### src/design/tet_pkg.sv
// ----------------------------------------------------------------------------
// Token expiry table package
// Sizes, command codes and the control types shared by the controller, the
// datapath and the top level.
// ----------------------------------------------------------------------------
package tet_pkg;

   localparam int ENTRIES = 64;
   localparam int IDX_W   = (ENTRIES > 1) ? $clog2(ENTRIES) : 1;

   localparam int CMD_W   = 2;
   localparam int KEY_W   = 25;
   localparam int TIME_W  = 27;
   localparam int EXP_W   = 28;
   localparam int COUNT_W = 7;

   localparam logic [IDX_W-1:0]   LAST_IDX  = IDX_W'(ENTRIES - 1);
   localparam logic [COUNT_W-1:0] COUNT_MAX = '1;
   localparam logic [TIME_W-1:0]  TTL_RESET = TIME_W'(1);

   localparam logic [CMD_W-1:0] CMD_GENERATE = 2'd0;
   localparam logic [CMD_W-1:0] CMD_RENEW    = 2'd1;
   localparam logic [CMD_W-1:0] CMD_COUNT    = 2'd2;

   typedef struct packed {
      logic capture;
      logic rd_en;
      logic commit;
   } tet_ctl_type;

   typedef struct packed {
      logic last_rd;
   } tet_status_type;

endpackage

### src/design/tet_ctrl.sv
// ----------------------------------------------------------------------------
// Token expiry table controller
// Sequences one command: capture, scan of every slot, drain of the read
// pipeline and a final commit that writes the table and issues the result.
// ----------------------------------------------------------------------------
module tet_ctrl
   import tet_pkg::*;
(
   input  logic           clock,
   input  logic           reset,
   input  logic           start,
   input  tet_status_type status,
   output tet_ctl_type    ctl,
   output logic           busy
);

   localparam logic [1:0] ST_IDLE   = 2'd0;
   localparam logic [1:0] ST_SCAN   = 2'd1;
   localparam logic [1:0] ST_DRAIN  = 2'd2;
   localparam logic [1:0] ST_COMMIT = 2'd3;

   logic [1:0] state_ff;
   logic [1:0] state_in;

   always_comb begin
      state_in    = state_ff;
      ctl.capture = 1'b0;
      ctl.rd_en   = 1'b0;
      ctl.commit  = 1'b0;
      case (state_ff)
         ST_IDLE: begin
            if (start) begin
               ctl.capture = 1'b1;
               state_in    = ST_SCAN;
            end
         end
         ST_SCAN: begin
            ctl.rd_en = 1'b1;
            if (status.last_rd) begin
               state_in = ST_DRAIN;
            end
         end
         ST_DRAIN: begin
            state_in = ST_COMMIT;
         end
         ST_COMMIT: begin
            ctl.commit = 1'b1;
            state_in   = ST_IDLE;
         end
         default: begin
            state_in = ST_IDLE;
         end
      endcase
   end

   always_ff @(posedge clock) begin
      if (reset) begin
         state_ff <= ST_IDLE;
      end else begin
         state_ff <= state_in;
      end
   end

   assign busy = (state_ff != ST_IDLE);

endmodule

### src/design/tet_datapath.sv
// ----------------------------------------------------------------------------
// Token expiry table datapath
// Holds the key and expiry memories, the slot valid bits and the ttl
// register, scans one slot per cycle and applies the command at commit.
// ----------------------------------------------------------------------------
module tet_datapath
   import tet_pkg::*;
(
   input  logic                clock,
   input  logic                reset,
   input  tet_ctl_type         ctl,
   output tet_status_type      status,
   input  logic [CMD_W-1:0]    req_cmd,
   input  logic [KEY_W-1:0]    req_token_key,
   input  logic [TIME_W-1:0]   req_current_time,
   input  logic                csr_wr_en,
   input  logic [TIME_W-1:0]   csr_wr_data,
   output logic                rsp_valid,
   output logic [COUNT_W-1:0]  rsp_unexpired_count,
   output logic                rsp_table_full
);

   logic [KEY_W-1:0]   key_mem [ENTRIES];
   logic [EXP_W-1:0]   exp_mem [ENTRIES];
   logic [ENTRIES-1:0] valid_ff;

   logic [TIME_W-1:0]  ttl_ff;
   logic [CMD_W-1:0]   cmd_ff;
   logic [KEY_W-1:0]   key_ff;
   logic [TIME_W-1:0]  now_ff;

   logic [IDX_W-1:0]   rd_idx_ff;
   logic               rd_valid_ff;
   logic [IDX_W-1:0]   ev_idx_ff;
   logic [KEY_W-1:0]   key_rd_ff;
   logic [EXP_W-1:0]   exp_rd_ff;
   logic               vld_rd_ff;

   logic               hit_ff;
   logic [IDX_W-1:0]   hit_idx_ff;
   logic [EXP_W-1:0]   hit_exp_ff;
   logic               free_ff;
   logic [IDX_W-1:0]   free_idx_ff;
   logic [COUNT_W-1:0] count_ff;

   logic               rsp_valid_ff;
   logic [COUNT_W-1:0] rsp_count_ff;
   logic               rsp_full_ff;

   logic [EXP_W-1:0]   now_ext;
   logic [EXP_W-1:0]   new_exp;
   logic               match;
   logic               live;
   logic               reusable;
   logic               is_gen;
   logic               gen_ok;
   logic               renew_ok;
   logic               wr_en;
   logic [IDX_W-1:0]   wr_idx;

   assign now_ext  = {1'b0, now_ff};
   assign new_exp  = {1'b0, now_ff} + {1'b0, ttl_ff};
   assign match    = vld_rd_ff && (key_rd_ff == key_ff);
   assign live     = vld_rd_ff && (exp_rd_ff > now_ext);
   assign reusable = !vld_rd_ff || (exp_rd_ff <= now_ext);

   assign is_gen   = (cmd_ff == CMD_GENERATE);
   assign gen_ok   = hit_ff || free_ff;
   assign renew_ok = (cmd_ff == CMD_RENEW) && hit_ff && (hit_exp_ff > now_ext);
   assign wr_idx   = hit_ff ? hit_idx_ff : free_idx_ff;
   assign wr_en    = ctl.commit && ((is_gen && gen_ok) || renew_ok);

   assign status.last_rd = (rd_idx_ff == LAST_IDX);

   always_ff @(posedge clock) begin
      if (reset) begin
         ttl_ff <= TTL_RESET;
      end else if (csr_wr_en) begin
         ttl_ff <= csr_wr_data;
      end
   end

   always_ff @(posedge clock) begin
      if (ctl.capture) begin
         cmd_ff <= req_cmd;
         key_ff <= req_token_key;
         now_ff <= req_current_time;
      end
   end

   always_ff @(posedge clock) begin
      key_rd_ff <= key_mem[rd_idx_ff];
      exp_rd_ff <= exp_mem[rd_idx_ff];
      vld_rd_ff <= valid_ff[rd_idx_ff];
      ev_idx_ff <= rd_idx_ff;
      if (wr_en) begin
         key_mem[wr_idx] <= key_ff;
         exp_mem[wr_idx] <= new_exp;
      end
   end

   always_ff @(posedge clock) begin
      if (reset) begin
         valid_ff <= '0;
      end else if (wr_en && is_gen) begin
         valid_ff[wr_idx] <= 1'b1;
      end
   end

   always_ff @(posedge clock) begin
      if (reset) begin
         rd_idx_ff   <= '0;
         rd_valid_ff <= 1'b0;
      end else begin
         rd_valid_ff <= ctl.rd_en;
         if (ctl.capture) begin
            rd_idx_ff <= '0;
         end else if (ctl.rd_en) begin
            rd_idx_ff <= rd_idx_ff + IDX_W'(1);
         end
      end
   end

   always_ff @(posedge clock) begin
      if (reset) begin
         hit_ff   <= 1'b0;
         free_ff  <= 1'b0;
         count_ff <= '0;
      end else if (ctl.capture) begin
         hit_ff   <= 1'b0;
         free_ff  <= 1'b0;
         count_ff <= '0;
      end else if (rd_valid_ff) begin
         if (match && !hit_ff) begin
            hit_ff     <= 1'b1;
            hit_idx_ff <= ev_idx_ff;
            hit_exp_ff <= exp_rd_ff;
         end
         if (reusable && !free_ff) begin
            free_ff     <= 1'b1;
            free_idx_ff <= ev_idx_ff;
         end
         if (live && (count_ff != COUNT_MAX)) begin
            count_ff <= count_ff + COUNT_W'(1);
         end
      end
   end

   always_ff @(posedge clock) begin
      if (reset) begin
         rsp_valid_ff <= 1'b0;
      end else begin
         rsp_valid_ff <= ctl.commit;
      end
   end

   always_ff @(posedge clock) begin
      if (ctl.commit) begin
         rsp_count_ff <= (cmd_ff == CMD_COUNT) ? count_ff : '0;
         rsp_full_ff  <= is_gen && !gen_ok;
      end
   end

   assign rsp_valid           = rsp_valid_ff;
   assign rsp_unexpired_count = rsp_count_ff;
   assign rsp_table_full      = rsp_full_ff;

endmodule

### src/design/token_expiry_table.sv
// ----------------------------------------------------------------------------
// Token expiry table
// A keyed session table with a time-to-live for each stored token.
//
// A word is taken on req_cmd, req_token_key and req_current_time at a rising
// edge where start is high and busy is low. Generate stores the key with an
// expiry of time plus ttl, in its own slot or the lowest free or expired one,
// and flags rsp_table_full if none exists. Renew extends a live key. Count
// reports how many slots hold an expiry above the time.
// Each word scans every slot through a single read port of the key and
// expiry memories, one slot per cycle. The result word is shown for one
// cycle with rsp_valid, in the cycle in which busy falls, and a new word
// may be accepted in that same cycle, but not while busy is high. The
// receiver cannot stall the result. The ttl register is written through
// csr_wr_en and csr_wr_data; the user must write it only while the block
// is idle, which the block itself does not enforce. Reset empties the
// table at once, sets ttl to 1 and returns the controller to idle.
// ----------------------------------------------------------------------------
module token_expiry_table
   import tet_pkg::*;
(
   input  logic                clock,
   input  logic                reset,
   input  logic                start,
   output logic                busy,
   input  logic [CMD_W-1:0]    req_cmd,
   input  logic [KEY_W-1:0]    req_token_key,
   input  logic [TIME_W-1:0]   req_current_time,
   input  logic                csr_wr_en,
   input  logic [TIME_W-1:0]   csr_wr_data,
   output logic                rsp_valid,
   output logic [COUNT_W-1:0]  rsp_unexpired_count,
   output logic                rsp_table_full
);

   tet_ctl_type    ctl;
   tet_status_type status;

   tet_ctrl u_ctrl (
      .clock  (clock),
      .reset  (reset),
      .start  (start),
      .status (status),
      .ctl    (ctl),
      .busy   (busy)
   );

   tet_datapath u_datapath (
      .clock               (clock),
      .reset               (reset),
      .ctl                 (ctl),
      .status              (status),
      .req_cmd             (req_cmd),
      .req_token_key       (req_token_key),
      .req_current_time    (req_current_time),
      .csr_wr_en           (csr_wr_en),
      .csr_wr_data         (csr_wr_data),
      .rsp_valid           (rsp_valid),
      .rsp_unexpired_count (rsp_unexpired_count),
      .rsp_table_full      (rsp_table_full)
   );

endmodule

### config.mk
export PLATFORM = sky130hd
export DESIGN_NAME = token_expiry_table
export DESIGN_NICKNAME = d
export VERILOG_FILES = /design/src/design/tet_pkg.sv /design/src/design/tet_ctrl.sv /design/src/design/tet_datapath.sv /design/src/design/token_expiry_table.sv
export SDC_FILE = /design/constraint.sdc
export NUM_CORES = 2
export LEC_CHECK = 0
export BUFFER_PORTS_ARGS = -buffer_cell sky130_fd_sc_hd__buf_2
export CAP_MARGIN = 20
export CELL_PAD_IN_SITES_DETAIL_PLACEMENT = 0
export CELL_PAD_IN_SITES_GLOBAL_PLACEMENT = 1
export CORE_UTILIZATION = 61
export CTS_CLUSTER_SIZE = 16
export DETAILED_ROUTE_END_ITERATION = 8
export PLACE_DENSITY = 0.93
export SETUP_SLACK_MARGIN = 0.02
export SYNTH_ARGS = -nofsm -noshare
export SYNTH_HDL_FRONTEND = slang
export SYNTH_SLANG_ARGS = --single-unit
### constraint.sdc
create_clock -name clock -period 11.7 [get_ports clock]
set_clock_uncertainty 0.1 [all_clocks]
set_input_delay 0.585 -clock clock [delete_from_list [all_inputs] [get_ports clock]]
set_output_delay 0.585 -clock clock [all_outputs]
set_load 0.03 [all_outputs]
==> metrics <==
logic gate share of total power about 17%; Fin. Hold Viols 0; async set-or-reset flop fraction in the synthesized netlist 0%; post-DP HPWL 211000 microns; Synth top area share between 70% and 80%; Vias about 73000; dpl cells 8844; post-placement worst setup slack 6.692 ns; CTS tree yes; die footprint 231600 sq um; Distinct cells, synth 61; Global Route Usage Sum between 30% and 40%; P&R area growth vs syn 12.97%; total grt overflow 0; status finished with violations; crit-path cells inv_1 -> ha_1 -> nand4b_1 -> nor4_1 -> o21ai_0 -> and3_1 -> o21ai_2 -> o2111ai_2 -> buf_4 -> nor2_4 -> buf_4; Starting Density 61.47%; Clk pwr share around 36%; Die Y between 400 and 500 microns; Final min period ~5.4 ns; internal power of the cells between 20 and 25 mW; syn_area_per_cell roughly 24 sq um; Synth area leaders edfxtp_1, mux4_2, dfxtp_1; Setup Viol. Count Final 0; Worst Path Arrival a little under 6 ns; final wirelength around 420000 microns; Antenna Nets Post-Route 1; DR vias/cell roughly 7.6; max-cap check violation count 0; Layout Nets approximately 6500; P per Cell Area 212.4 nW/um^2; maximum fanout along the worst path 28; IO Port Bufs 94; DR pass1 iterations 9; ys flop type edfxtp_1; Syn. warnings 0; sequential share of power between 40% and 50%; Max-slew headroom 16.08%; Syn Std Cell Area 140100 sq um; CP Data Required Time 12.21 ns; Tot Pwr approximately 34 mW; CTS sink count 3664; Period Utilization, post-route a little under half; Mapped Cells roughly 5900; Fin Setup TNS 0 ns; DIE WIDTH approximately 480 microns; synthesized flop and latch total between 3000 and 4000; H-tree levels 5; vias in the first global route around 73000; Leak Pwr around 48 nW; critical path's largest stage delay 0.86 ns; core area between 200000 and 250000 sq um; fin cells 9613; WL/cell 43.92 microns; Worst-Margin Slew approximately 1.3 ns; Root Driver clkbuf_16; CTS buffer count roughly 360; failing checks antenna rules; layout cells sized above 1 between 30% and 40%; most used cell along the critical path buf_4; CP endpoint kind register; unrepaired setup endpoints after global routing false; P_sw 9.102 mW; site row count roughly 180; Placer Congestion between 0.8 and 0.9; slowest CP cell nor2_4; EDFF count, synth 3494; most frequent cells in the layout edfxtp_1, mux4_2, clkbuf_16; Startpoint Class register; post-CTS resize count 0; DR iter-0 viols approximately 13000; Slew Viols, Final 0; Max Fclk approximately 190 MHz; first-pass GRT wire length a little under 600000 microns; Worst-Skew Late Latency slightly below 1 ns; number of remaining DRC errors 0; cell taking the most area after synthesis edfxtp_1; PnR worst setup slack roughly 6.3 ns; syn nets around 6000; initial antenna violation count 58; Seq/Total Area, Yosys a little under 80%; most common cell after layout, fill and taps aside edfxtp_1; maximum vdd drop ~0.2 mV; switching share of total power a little over a quarter; I/O pin total 95; clk slew on worst S/H paths ~0.06 ns; critical path class reg2reg; pin count of the biggest net entering global routing approximately 150; HP Class in2reg; Max Buffers Root-to-Sink 4
state kept, by name, summed over array words and instances, names as in the netlist, 6 cells and up:
name / flops
u_datapath.count_ff: 7
u_datapath.ev_idx_ff: 6
u_datapath.exp_mem: 1792
u_datapath.exp_rd_ff: 28
u_datapath.free_idx_ff: 6
u_datapath.hit_exp_ff: 28
u_datapath.hit_idx_ff: 6
u_datapath.key_ff: 25
u_datapath.key_mem: 1600
u_datapath.key_rd_ff: 25
u_datapath.now_ff: 27
u_datapath.rd_idx_ff: 6
u_datapath.rsp_unexpired_count: 7
u_datapath.ttl_ff: 27
u_datapath.valid_ff: 64
cells in the mapped netlist (all sizes together) (5+ instances only):
master	n
edfxtp	3494
ha	88
buf	129
o211ai	6
mux4	1134
a31oi	6
or3	5
o2111ai	8
nor4	13
nand3	11
a21o	29
o32ai	8
and3	7
nand2	48
inv	119
and2	10
o22ai	65
xnor2	23
xor2	30
a21oi	38
o21a	5
o21ai	26
nand4	16
mux2i	32
clkbuf	154
nor2b	9
a211oi	8
nor2	121
dfxtp	170
per-layer routing:
metal	global-route usage, %	part of all wire (%)
met1	46.33	31
met2	57.73	48
met3	11.44	14
met4	19.30	6.5
met5	0	0.070
metrics by stage:
step	cell area (sq um)	hold slack [ns]	utilization, %
2_1_floorplan	140100	0.2290	-
3_3_place_gp	145400	0.3055	63.77
3_5_place_dp	145400	0.3163	63.77
4_1_cts	158000	0.009528	69.32
5_1_grt	158200	0.08949	69.42
6_report	158300	0.06489	69.44
worst paths after layout:
kind,end,from,slack [ns],depth (start not counted)
min reg2reg,u_datapath.free_idx_ff[4]$_DFFE_PP_,u_datapath.ev_idx_ff[4]$_DFF_P_,0.34,0
max reg2reg,u_datapath.key_mem[25][23]$_DFFE_PP_,u_datapath.now_ff[26]$_DFFE_PP_,6.35,11
max,u_datapath.key_mem[25][23]$_DFFE_PP_,u_datapath.now_ff[26]$_DFFE_PP_,6.35,11
min,u_ctrl.state_ff[1]$_SDFFE_PP0P_,start,0.06,4
cell families (layout without fill, tap and decap cells):
group           count (synthesis)  after routing  synth area share [%]
flops                        3664           3664                 77.31
mux                          1168           1168                 18.47
buf+inv                       402           1132                 1.188
simple gates                  258            258                0.8537
compound gates                216            216                 1.044
fa+ha+maj                      89             89                0.8001
xor+xnor                       53             53                0.3313
other cells                     0             24                     0
final cells by class:
| class | instances | area, sq um |
|---|---|---|
| clock inverter | 173 | 1757 |
| inverter | 119 | 446.7 |
| clock buffer | 474 | 9996 |
| timing repair buffer | 366 | 3013 |
| fill | 12100 | 69650 |
| antenna | 24 | 60.06 |
| multi-input combinational | 1784 | 30900 |
| sequential | 3664 | 108300 |
| tap | 3009 | 3765 |
repair_timing:
action | CTS | global route
endpoints found under the hold margin | 82 | 0
hold buffers | 89 | 0
setup buffers | 0 | 0
endpoints found under the setup margin | 0 | 0
worst max-delay path, delay by kind of cell, from the launching register on:
kind                     cells  cell delay, ns
buffers and inverters        3            1.09
AND/OR/NAND/NOR              4            2.04
flip-flops                   1            0.37
adder cells (fa/ha/maj)      1            0.32
AO/OA/AOI/OAI                3            0.96
power groups by stage:
stage	logic, mW	registers [mW]	clock network [mW]
6_report	5.84	15.9	11.9
2_1_floorplan	3.25	16.3	0
3_3_place_gp	5.17	16.1	0
3_5_place_dp	5.45	16.1	0
5_1_grt	5.96	15.9	12.4
4_1_cts	5.69	15.8	11.9
No activity file was read; power rests on OpenSTA's default activity.
